`src/rtl/fpba_pkg.sv`:
```
// ----------------------------------------------------------------------------
// fpba_pkg
// Shared types, codes and field layout of the fit policy block allocator.
// ----------------------------------------------------------------------------
package fpba_pkg;

   localparam int NUM_BLOCKS_DEF      = 16;
   localparam int SLOTS_PER_BLOCK_DEF = 8;

   localparam int SIZE_W   = 16;
   localparam int BIDX_W   = 4;
   localparam int POL_W    = 2;
   localparam int STAT_W   = 2;
   localparam int OSLOT_W  = 3;

   // request tdata layout
   localparam int REQ_IDX_LO   = 0;
   localparam int REQ_SIZE_LO  = 4;
   localparam int REQ_BUSY_BIT = 20;
   localparam int REQ_PID_LO   = 21;
   localparam int REQ_PSIZE_LO = 37;
   localparam int REQ_DATA_W   = 56;

   // response tdata layout
   localparam int RSP_BLK_LO   = 0;
   localparam int RSP_REM_LO   = 4;
   localparam int RSP_SLOT_LO  = 20;
   localparam int RSP_REC_BIT  = 23;
   localparam int RSP_DATA_W   = 24;

   localparam logic CMD_LOAD  = 1'b0;
   localparam logic CMD_ALLOC = 1'b1;

   localparam logic [POL_W-1:0] POL_FIRST = 2'd0;
   localparam logic [POL_W-1:0] POL_BEST  = 2'd1;
   localparam logic [POL_W-1:0] POL_WORST = 2'd2;

   localparam logic [STAT_W-1:0] ST_ALLOCATED = 2'd0;
   localparam logic [STAT_W-1:0] ST_NO_FIT    = 2'd1;
   localparam logic [STAT_W-1:0] ST_LOADED    = 2'd2;
   localparam logic [STAT_W-1:0] ST_UNUSED    = 2'd3;

   typedef enum logic [2:0] {
      S_IDLE   = 3'b001,
      S_REDUCE = 3'b010,
      S_COMMIT = 3'b100
   } state_type;

   typedef struct packed {
      logic capture;
      logic reduce;
      logic commit;
   } dp_cmd_type;

   typedef struct packed {
      logic in_alloc;
   } dp_stat_type;

endpackage

```
`src/rtl/fit_policy_block_allocator.sv`:
```
// ----------------------------------------------------------------------------
// fit_policy_block_allocator
// First / best / worst fit allocator over a table of memory blocks.
// ----------------------------------------------------------------------------
//  channel  | direction | tdata / tuser
//  req_     | in        | tuser: command; tdata: block_index, load_size,
//           |           |   block_in_use, process_id, process_size
//  rsp_     | out       | tuser: status; tdata: chosen_block, remaining_size,
//           |           |   slot_index, slot_recorded
//  csr_     | in        | data: fit_policy
//
// Load: accept, then commit. Allocate: accept, one reduce step per level of the
// shared pairwise reduction, then commit. A new request is accepted only after
// the previous one commits. Response shows the cycle after commit
// and is registered.
// Reset is synchronous; all blocks come up in use with no slots held.
// A stalled response holds commit of the next request; capture and
// reduction of that request still proceed.
// ----------------------------------------------------------------------------
module fit_policy_block_allocator
   import fpba_pkg::*;
#(
   parameter int NUM_BLOCKS      = NUM_BLOCKS_DEF,
   parameter int SLOTS_PER_BLOCK = SLOTS_PER_BLOCK_DEF
) (
   input  logic                  clock,
   input  logic                  reset,
   input  logic                  req_tvalid,
   output logic                  req_tready,
   input  logic                  req_tuser,   // [0] command
   // [3:0] block_index, [19:4] load_size, [20] block_in_use,
   // [36:21] process_id, [52:37] process_size, [55:53] zero
   input  logic [REQ_DATA_W-1:0] req_tdata,
   output logic                  rsp_tvalid,
   input  logic                  rsp_tready,
   output logic [STAT_W-1:0]     rsp_tuser,   // [1:0] status
   // [3:0] chosen_block, [19:4] remaining_size, [22:20] slot_index,
   // [23] slot_recorded
   output logic [RSP_DATA_W-1:0] rsp_tdata,
   input  logic                  csr_valid,
   output logic                  csr_ready,
   input  logic [POL_W-1:0]      csr_data     // [1:0] fit_policy
);

   dp_cmd_type  cmd;
   dp_stat_type stat;

   assign csr_ready = 1'b1;

   fpba_ctrl #(
      .NUM_BLOCKS (NUM_BLOCKS)
   ) u_ctrl (
      .clock      (clock),
      .reset      (reset),
      .req_tvalid (req_tvalid),
      .req_tready (req_tready),
      .rsp_tvalid (rsp_tvalid),
      .rsp_tready (rsp_tready),
      .cmd        (cmd),
      .stat       (stat)
   );

   fpba_datapath #(
      .NUM_BLOCKS      (NUM_BLOCKS),
      .SLOTS_PER_BLOCK (SLOTS_PER_BLOCK)
   ) u_dp (
      .clock     (clock),
      .reset     (reset),
      .cmd       (cmd),
      .stat      (stat),
      .req_tuser (req_tuser),
      .req_tdata (req_tdata),
      .csr_we    (csr_valid & csr_ready),
      .csr_data  (csr_data),
      .rsp_tuser (rsp_tuser),
      .rsp_tdata (rsp_tdata)
   );

endmodule

```
`src/rtl/fpba_datapath.sv`:
```
// ----------------------------------------------------------------------------
// fpba_datapath
// Block table, candidate reduction tree and response register.
// ----------------------------------------------------------------------------
module fpba_datapath
   import fpba_pkg::*;
#(
   parameter int NUM_BLOCKS      = NUM_BLOCKS_DEF,
   parameter int SLOTS_PER_BLOCK = SLOTS_PER_BLOCK_DEF
) (
   input  logic                  clock,
   input  logic                  reset,
   input  dp_cmd_type            cmd,
   output dp_stat_type           stat,
   input  logic                  req_tuser,
   input  logic [REQ_DATA_W-1:0] req_tdata,
   input  logic                  csr_we,
   input  logic [POL_W-1:0]      csr_data,
   output logic [STAT_W-1:0]     rsp_tuser,
   output logic [RSP_DATA_W-1:0] rsp_tdata
);

   localparam int IDX_W  = $clog2(NUM_BLOCKS);
   localparam int NP     = 1 << IDX_W;
   localparam int SLOT_W = (SLOTS_PER_BLOCK > 1) ? $clog2(SLOTS_PER_BLOCK) : 1;

   // block table
   logic [SIZE_W-1:0]          free_ff  [NUM_BLOCKS];
   logic [SIZE_W-1:0]          free_in  [NUM_BLOCKS];
   logic [NUM_BLOCKS-1:0]      busy_ff, busy_in;
   logic [SLOTS_PER_BLOCK-1:0] slots_ff [NUM_BLOCKS];
   logic [SLOTS_PER_BLOCK-1:0] slots_in [NUM_BLOCKS];
   logic [POL_W-1:0]           pol_ff;

   // captured request
   logic              cmd_ff;
   logic [BIDX_W-1:0] ld_idx_ff;
   logic [SIZE_W-1:0] ld_size_ff;
   logic              ld_busy_ff;

   // candidates
   logic [NP-1:0]     cv_ff, cv_in;
   logic [SIZE_W-1:0] cl_ff [NP];
   logic [SIZE_W-1:0] cl_in [NP];
   logic [IDX_W-1:0]  ci_ff [NP];
   logic [IDX_W-1:0]  ci_in [NP];

   logic [NP-1:0]     fit_v;
   logic [SIZE_W-1:0] fit_l [NP];
   logic [SIZE_W-1:0] in_psize;

   // response register
   logic [STAT_W-1:0]  rs_ff, rs_in;
   logic [BIDX_W-1:0]  rb_ff, rb_in;
   logic [SIZE_W-1:0]  rr_ff, rr_in;
   logic [OSLOT_W-1:0] rsl_ff, rsl_in;
   logic               rrec_ff, rrec_in;

   logic                       win_v;
   logic [SIZE_W-1:0]          win_l;
   logic [IDX_W-1:0]           win_i;
   logic [SLOTS_PER_BLOCK-1:0] row, free_one;
   logic [SLOT_W-1:0]          slot_enc;
   logic [IDX_W+BIDX_W-1:0]    ld_ext, win_ext;
   logic [SLOT_W+OSLOT_W-1:0]  slot_ext;
   logic                       ld_ok;
   logic [IDX_W-1:0]           ld_pos;

   function automatic logic take_left(input logic [POL_W-1:0] pol,
                                      input logic av, input logic [SIZE_W-1:0] al,
                                      input logic bv, input logic [SIZE_W-1:0] bl);
      logic r;
      if (!av) begin
         r = 1'b0;
      end else if (!bv) begin
         r = 1'b1;
      end else begin
         case (pol)
            POL_BEST:  r = (al <= bl);
            POL_WORST: r = (al >= bl);
            default:   r = 1'b1;
         endcase
      end
      return r;
   endfunction

   assign in_psize      = req_tdata[REQ_PSIZE_LO +: SIZE_W];
   assign stat.in_alloc = (req_tuser == CMD_ALLOC);

   // per-block fit check against the incoming request
   for (genvar g = 0; g < NP; g++) begin : g_fit
      if (g < NUM_BLOCKS) begin : g_real
         assign fit_v[g] = !busy_ff[g] && (free_ff[g] >= in_psize);
         assign fit_l[g] = free_ff[g] - in_psize;
      end else begin : g_pad
         assign fit_v[g] = 1'b0;
         assign fit_l[g] = '0;
      end
   end

   // capture, then halve the candidate list once per reduce step;
   // the lower half of each pair holds the lower block indexes
   always_comb begin
      cv_in = cv_ff;
      cl_in = cl_ff;
      ci_in = ci_ff;
      if (cmd.capture) begin
         for (int i = 0; i < NP; i++) begin
            cv_in[i] = fit_v[i];
            cl_in[i] = fit_l[i];
            ci_in[i] = IDX_W'(i);
         end
      end else if (cmd.reduce) begin
         for (int i = 0; i < NP / 2; i++) begin
            if (take_left(pol_ff, cv_ff[2*i], cl_ff[2*i], cv_ff[2*i+1], cl_ff[2*i+1])) begin
               cv_in[i] = cv_ff[2*i];
               cl_in[i] = cl_ff[2*i];
               ci_in[i] = ci_ff[2*i];
            end else begin
               cv_in[i] = cv_ff[2*i+1];
               cl_in[i] = cl_ff[2*i+1];
               ci_in[i] = ci_ff[2*i+1];
            end
         end
      end
   end

   assign win_v    = cv_ff[0];
   assign win_l    = cl_ff[0];
   assign win_i    = ci_ff[0];
   assign row      = slots_ff[win_i];
   assign free_one = ~row & (row + SLOTS_PER_BLOCK'(1));   // lowest empty slot
   assign win_ext  = {BIDX_W'(0), win_i};
   assign slot_ext = {OSLOT_W'(0), slot_enc};
   assign ld_ext   = {IDX_W'(0), ld_idx_ff};
   assign ld_ok    = (ld_ext < (IDX_W+BIDX_W)'(NUM_BLOCKS));
   assign ld_pos   = ld_ext[IDX_W-1:0];

   always_comb begin
      slot_enc = '0;
      for (int s = 0; s < SLOTS_PER_BLOCK; s++) begin
         if (free_one[s]) slot_enc = slot_enc | SLOT_W'(s);
      end
   end

   always_comb begin
      free_in  = free_ff;
      busy_in  = busy_ff;
      slots_in = slots_ff;
      rs_in    = rs_ff;
      rb_in    = rb_ff;
      rr_in    = rr_ff;
      rsl_in   = rsl_ff;
      rrec_in  = rrec_ff;
      if (cmd.commit) begin
         if (cmd_ff == CMD_LOAD) begin
            rs_in   = ST_LOADED;
            rb_in   = ld_idx_ff;
            rr_in   = ld_ok ? ld_size_ff : '0;
            rsl_in  = '0;
            rrec_in = 1'b0;
            if (ld_ok) begin
               free_in[ld_pos]  = ld_size_ff;
               busy_in[ld_pos]  = ld_busy_ff;
               slots_in[ld_pos] = '0;
            end
         end else if (win_v) begin
            rs_in   = ST_ALLOCATED;
            rb_in   = win_ext[BIDX_W-1:0];
            rr_in   = win_l;
            rsl_in  = slot_ext[OSLOT_W-1:0];
            rrec_in = |free_one;
            free_in[win_i]  = win_l;
            slots_in[win_i] = row | free_one;
            if (win_l == '0) busy_in[win_i] = 1'b1;
         end else begin
            rs_in   = ST_NO_FIT;
            rb_in   = '0;
            rr_in   = '0;
            rsl_in  = '0;
            rrec_in = 1'b0;
         end
      end
   end

   always_ff @(posedge clock) begin
      if (reset) begin
         busy_ff <= '1;
         pol_ff  <= POL_FIRST;
         for (int b = 0; b < NUM_BLOCKS; b++) begin
            free_ff[b]  <= '0;
            slots_ff[b] <= '0;
         end
      end else begin
         busy_ff  <= busy_in;
         free_ff  <= free_in;
         slots_ff <= slots_in;
         if (csr_we) pol_ff <= csr_data;
      end
   end

   always_ff @(posedge clock) begin
      cv_ff   <= cv_in;
      cl_ff   <= cl_in;
      ci_ff   <= ci_in;
      rs_ff   <= rs_in;
      rb_ff   <= rb_in;
      rr_ff   <= rr_in;
      rsl_ff  <= rsl_in;
      rrec_ff <= rrec_in;
      if (cmd.capture) begin
         cmd_ff     <= req_tuser;
         ld_idx_ff  <= req_tdata[REQ_IDX_LO +: BIDX_W];
         ld_size_ff <= req_tdata[REQ_SIZE_LO +: SIZE_W];
         ld_busy_ff <= req_tdata[REQ_BUSY_BIT];
      end
   end

   assign rsp_tuser = rs_ff;
   assign rsp_tdata = {rrec_ff, rsl_ff, rr_ff, rb_ff};

endmodule

```
`src/rtl/fpba_ctrl.sv`:
```
// ----------------------------------------------------------------------------
// fpba_ctrl
// Sequencer: capture, reduction steps, commit, response valid.
// ----------------------------------------------------------------------------
module fpba_ctrl
   import fpba_pkg::*;
#(
   parameter int NUM_BLOCKS = NUM_BLOCKS_DEF
) (
   input  logic        clock,
   input  logic        reset,
   input  logic        req_tvalid,
   output logic        req_tready,
   output logic        rsp_tvalid,
   input  logic        rsp_tready,
   output dp_cmd_type  cmd,
   input  dp_stat_type stat
);

   localparam int IDX_W = $clog2(NUM_BLOCKS);
   localparam int LVL_W = $clog2(IDX_W + 1);

   state_type          state_ff, state_in;
   logic [LVL_W-1:0]   lvl_ff, lvl_in;
   logic               rv_ff, rv_in;

   always_comb begin
      state_in    = state_ff;
      lvl_in      = lvl_ff;
      cmd         = '0;
      req_tready  = 1'b0;
      case (state_ff)
         S_IDLE: begin
            req_tready = 1'b1;
            if (req_tvalid) begin
               cmd.capture = 1'b1;
               lvl_in      = '0;
               state_in    = stat.in_alloc ? S_REDUCE : S_COMMIT;
            end
         end
         S_REDUCE: begin
            cmd.reduce = 1'b1;
            lvl_in     = lvl_ff + LVL_W'(1);
            if (lvl_ff == LVL_W'(IDX_W - 1)) state_in = S_COMMIT;
         end
         S_COMMIT: begin
            // wait for the response register to drain
            if (!rv_ff || rsp_tready) begin
               cmd.commit = 1'b1;
               state_in   = S_IDLE;
            end
         end
         default: state_in = S_IDLE;
      endcase
   end

   assign rv_in      = cmd.commit ? 1'b1 : (rsp_tready ? 1'b0 : rv_ff);
   assign rsp_tvalid = rv_ff;

   always_ff @(posedge clock) begin
      if (reset) begin
         state_ff <= S_IDLE;
         lvl_ff   <= '0;
         rv_ff    <= 1'b0;
      end else begin
         state_ff <= state_in;
         lvl_ff   <= lvl_in;
         rv_ff    <= rv_in;
      end
   end

endmodule

```
`config.mk`:
```
export PLATFORM = sky130hd
export DESIGN_NAME = fit_policy_block_allocator
export DESIGN_NICKNAME = d
export VERILOG_FILES = /design/src/rtl/fpba_pkg.sv /design/src/rtl/fit_policy_block_allocator.sv /design/src/rtl/fpba_datapath.sv /design/src/rtl/fpba_ctrl.sv
export SDC_FILE = /design/constraint.sdc
export NUM_CORES = 2
export LEC_CHECK = 0
export ABC_AREA = 1
export ABC_CLOCK_PERIOD_IN_PS = 19250
export BUFFER_PORTS_ARGS = -buffer_cell sky130_fd_sc_hd__buf_2
export CORE_AREA = 2 2 283 285
export DETAILED_ROUTE_END_ITERATION = 6
export DIE_AREA = 0 0 285 287
export GPL_TIMING_DRIVEN = 0
export PLACE_DENSITY = 0.81
export SKIP_CTS_REPAIR_TIMING = 1
export SYNTH_ARGS = -nofsm -noshare
export SYNTH_HDL_FRONTEND = slang
export SYNTH_SLANG_ARGS = --single-unit
```
`constraint.sdc`:
```
create_clock -name clock -period 19.25 [get_ports clock]
set_input_delay 2.8875 -clock clock [delete_from_list [all_inputs] [get_ports clock]]
set_output_delay 2.8875 -clock clock [all_outputs]
set_load 0.005 [all_outputs]
```
# Yosys cells after proc, flatten, opt, wreduce, memory -nomap -nowiden
# Cells that the tools add are included.
# classes
add_sub_neg,18
mul,0
div_mod_pow,0
order_cmp,41
n_eq_ne,12
n_shift,0
mux,124
n_bitwise,9
reduce_logical,51
# op_table
cell,n
256-bit two-way mux,3
128-bit two-way mux,5
256-bit bitwise mux,2
16-bit >= comparator,24
16-bit two-way mux,17
16-bit subtractor,16
128-bit AND,1
128-bit bitwise mux,1
16-bit demux with 4-bit select,2
16-bit less-or-equal comparator,8
128-bit inverter,1
8-bit demux with 4-bit select,2
1-bit two-way mux,56
8-bit two-way mux,6
8-bit binary-select mux with 4-bit select,1
3-bit two-way mux,9
1-bit logical AND,20
4-bit two-way mux,5
1-bit zero test,17
16-bit bitwise mux,1
16-bit zero test,1
16-bit OR,1
1-bit case mux with 2 select lines,8
4-bit by 5-bit < comparator with 1-bit output (second input constant),3
other kinds (27),45
# totals
ff_bits,761
latch_bits,0
ram_bits,0
mem_bits_ro,0
in_bits,64
word_cells,328
n_memories,0

# Longest topological paths before layout
# depth
depth_word,13
ltp_mapped,19
depth_no_buf,18

# Cells and area by module
# Synthesis repeated with hierarchy kept, for this count alone.
# hier_totals
hier_cells,6242
hier_area_um2,46786.1
# by_module_without_submodules
module,instances,cells_each,area_per_inst_um2,seq_area_each_um2
fpba_datapath,1,6181,46377.0,18057.3
fpba_ctrl,1,59,397.9,140.1
fit_policy_block_allocator,1,2,11.3,0.0

# Worst setup path after synthesis
# OpenSTA, ideal clock, no wires.
# synth_path
kind,input to register
from,input req_tvalid
to,"register u_dp.cl_ff[0] in the netlist's numbering, enable pin"
setup_ns,0.583
t_arrival_ns,7.913
path_slack_ns,10.754
path_stages,4
n_path_buf,2
path_cell_list,inv_1 > nor2_1 > clkbuf_1 > buf_1
# synth_lines
element,line,source
"start, declared",fit_policy_block_allocator.sv:28,"input logic req_tvalid,"
"end signal, assigned",fpba_datapath.sv:204,cl_ff <= cl_in;
"end, declared",fpba_datapath.sv:43,logic [SIZE_W-1:0] cl_ff [NP];

==> results.md <==
* Post-route setup TNS at 0 ps
* Tcrit/Tclk final at 0.380
* Clock slew at reported path FFs at 60 ps
* Initial Utilization at 0.598
* IO Pins at 93
* Synth unique cells at 48
* Area grow syn2layout at 10.4%
* Top_reg_cell synth: dfxtp_1
* Placed insts at 7397
* Core area at 0.0786 sq mm
* H-tree Lvls at 3
* M2 GR Usage at 0.684
* Initial antenna violation count at 11
* WP buf/inv at 4
* CP startpoint kind: primary input
* Final HPWL DP at 140000 microns
* Die height at 287 microns
* Clock Skews at 53.9 ps
* Pins over their slew limit at 167
* IR drop worst, VDD at 0.0727 mV
* Internal at 0.00380 W
* Reg2Reg Setup Slack at 14990 ps
* RR Endpoint: u_dp.free_ff[215]
* Top cell by count, worst path: nand2_1
* Crit path max-delay family: buffers and inverters
* Crit path kind: primary input to register
* Mapped cell area at 0.0470 sq mm
* Fin crit period at 7320 ps
* GP Congestion at 1.09
* CTS tree: done
* Global Route met3 Usage at 0.154
* DR WL/cell at 25.9 microns
* CP max stage delay at 1190 ps
* Sequential power share at 0.340
* Vias at 48013
* Worst hold path type: register to register
* Syn. warnings at 0
* Worst Reg-to-Reg Cells at 11
* CTS root buf: clkbuf_16
* Sw frac at 0.443
* CTS buffer count at 82
* Synth Instances at 6266
* Status: finished, violations left
* Clock power frac at 0.251
* Max clock buf depth at 3
* GR peak layer: met2
* DP Area at 0.0489 sq mm
* Crit path cell chain: buf_2 -> clkinv_1 -> buf_16 -> ha_1 -> nand2_1 -> nor2_1 -> nor2_1 -> o21ai_0 -> inv_1 -> o21ai_0 -> a21oi_1 -> or2_2 -> nand2_1 -> nand2_1
* Clk Latency, worst-skew pair at 690 ps
* Seq/Total Area, Yosys at 0.387
* Most frequent cells in the layout: nand2_1, a21oi_1, inv_1, nor2_1, o21ai_0
* Yosys reg bits at 749
* DIE WIDTH at 285 microns
* Fraction of registers with async set/reset at 0
* Antenna Violating Nets Remaining at 0
* Number of synthesized flops with an enable pin at 320
* Worst slew pin tran at 1690 ps
* WHS Endpoint: u_dp.ci_ff[58]
* Met1 GRT Util at 0.577
* Layout Cells excl Fill at 7561
* Slowest CP cell: clkinv_1
* Syn avg cell area at 7.50 sq um
* Vias in the first global route at 43537
* CP Data Required Time at 19640 ps
* RSZ-0062 raised after global routing: no
* Worst hold slack at 460 ps
* Final Hold Viols at 0
* Hold_sp: u_dp.ci_ff[58]
* Largest net degree at the start of global routing at 54
* Hold path cells at 2
* Overflow after GRT at 0
* 1st-pass router iterations at 7
* First-pass GRT wire length at 278000 microns
* P per Cell Area at 132 mW/mm^2
* CP Launch Point: req_tdata[38]
* Share of cells above drive strength 1 at 0.0523
* Clk sinks at 749
* Worst slew margin at -0.124
* Failing checks: DRC, capacitance limit, slew limit
* Max_cap viols at 15
* Remaining DRCs at 48
* # port buffers at 71
* Layout net count at 6901
* DRT iter0 DRCs at 7703
* Comb power frac at 0.409
* Crit end category: register
* Fmax at 0.137 GHz
* Syn nets at 6734
* Reg-to-Reg Start: u_ctrl.state_ff[2]
* Leakage at 23.1 nW
* Total Wirelength at 195000 microns
* Fin util at 0.660
* Vias/cell at 6.35
* Cell row count at 103
* CP Data Arrival Time at 7720 ps
* Final Setup Violations at 0
* Total track usage at 0.465
* Final Cell Area at 0.0519 sq mm
* Worst-path maximum fanout at 17
* Die area at 0.0818 sq mm
* NetSw at 0.00303 W
* Commonest non-fill, non-tap cell in the layout: nand2_1
power groups by stage:
| stage | logic (W) | clock network (W) | registers (W) |
|---|---|---|---|
| finish | 0.00279 | 0.00172 | 0.00232 |
| global route | 0.00293 | 0.00177 | 0.00233 |
| CTS | 0.00261 | 0.00170 | 0.00231 |
| detailed placement | 0.00260 | 0 | 0.00234 |
| global placement | 0.00251 | 0 | 0.00240 |
| floorplan | 0.00155 | 0 | 0.00227 |
cell type report:
cell class	count	area (sq um)
Fill cell	6739	26700
Multi-Input combinational cell	4583	25200
Sequential cell	749	18200
Inverter	665	2500
Clock buffer	103	2230
Tap cell	1050	1310
Buffer	269	1100
Clock inverter	49	686
Timing Repair Buffer	83	624
Antenna cell	10	25.0
kinds of logic after synthesis:
family / synth area share
simple gates: 0.214
buf+inv: 0.0764
fa+ha+maj: 0.110
compound gates: 0.181
other cells: 0.0000798
xor+xnor: 0.0315
flops: 0.387
synthesized netlist by cell type (48+ instances only):
cell      count  area share
xnor2_1      48      0.0089
a21oi_1     643       0.068
clkbuf_1    210       0.017
a22oi_1      78       0.012
inv_1       622       0.050
nand2_1    1335        0.11
ha_1        388        0.10
nor2_1      596       0.048
nand3_1     390       0.042
xor2_1      121       0.023
o22ai_1     175       0.023
o21ai_0     509       0.054
edfxtp_1    320        0.20
dfxtp_1     429        0.18
worst reg2reg max path: cells and delay by family (launching register included):
| family | cells | cell delay (ps) |
|---|---|---|
| AOI/OAI and AO/OA | 3 | 1550 |
| DFF | 1 | 330 |
| buffers and inverters | 4 | 840 |
| and+or+nand+nor | 4 | 1390 |
per-layer routing:
metal	up-vias	share of wire
met5	-	0.00075
met4	13	0.088
met3	877	0.14
met2	3636	0.41
met1	21891	0.36
li1	21596	-
flip-flops by register name, indices dropped and copies added, names as in the netlist, 2 cells and up:
name and count:
u_dp.rr_ff 16, u_dp.rsl_ff 3, u_dp.free_ff 256, u_dp.cl_ff 240, u_dp.win_l 16, u_ctrl.lvl_ff 3, u_dp.pol_ff 2, u_dp.cv_ff 16
u_dp.rsp_tuser 2, u_dp.busy_ff 16, u_dp.ld_idx_ff 4, u_dp.win_i 4, u_ctrl.state_ff 3, u_dp.rb_ff 4, u_dp.ld_size_ff 16, u_dp.ci_ff 16
u_dp.slots_ff 128
worst max-delay path by stage:
stage / cells after the start / slack (ps) / end
finish: 14 / 11930 / u_dp.cl_ff[187]
global route: 14 / 11940 / u_dp.cl_ff[187]
CTS: 14 / 12360 / u_dp.cl_ff[203]
detailed placement: 14 / 11700 / u_dp.cl_ff[203]
global placement: 5 / 7480 / u_dp.cl_ff[71]
floorplan: 4 / 10750 / u_dp.cl_ff[0]
through the flow:
| step | setup slack [ps] | total power [W] |
|---|---|---|
| CTS | 12360 | 0.00662 |
| finish | 11930 | 0.00683 |
| floorplan | 10750 | 0.00382 |
| global placement | 7480 | 0.00491 |
| detailed placement | 11700 | 0.00493 |
| global route | 11940 | 0.00703 |
No activity file was read; power rests on OpenSTA's default activity.
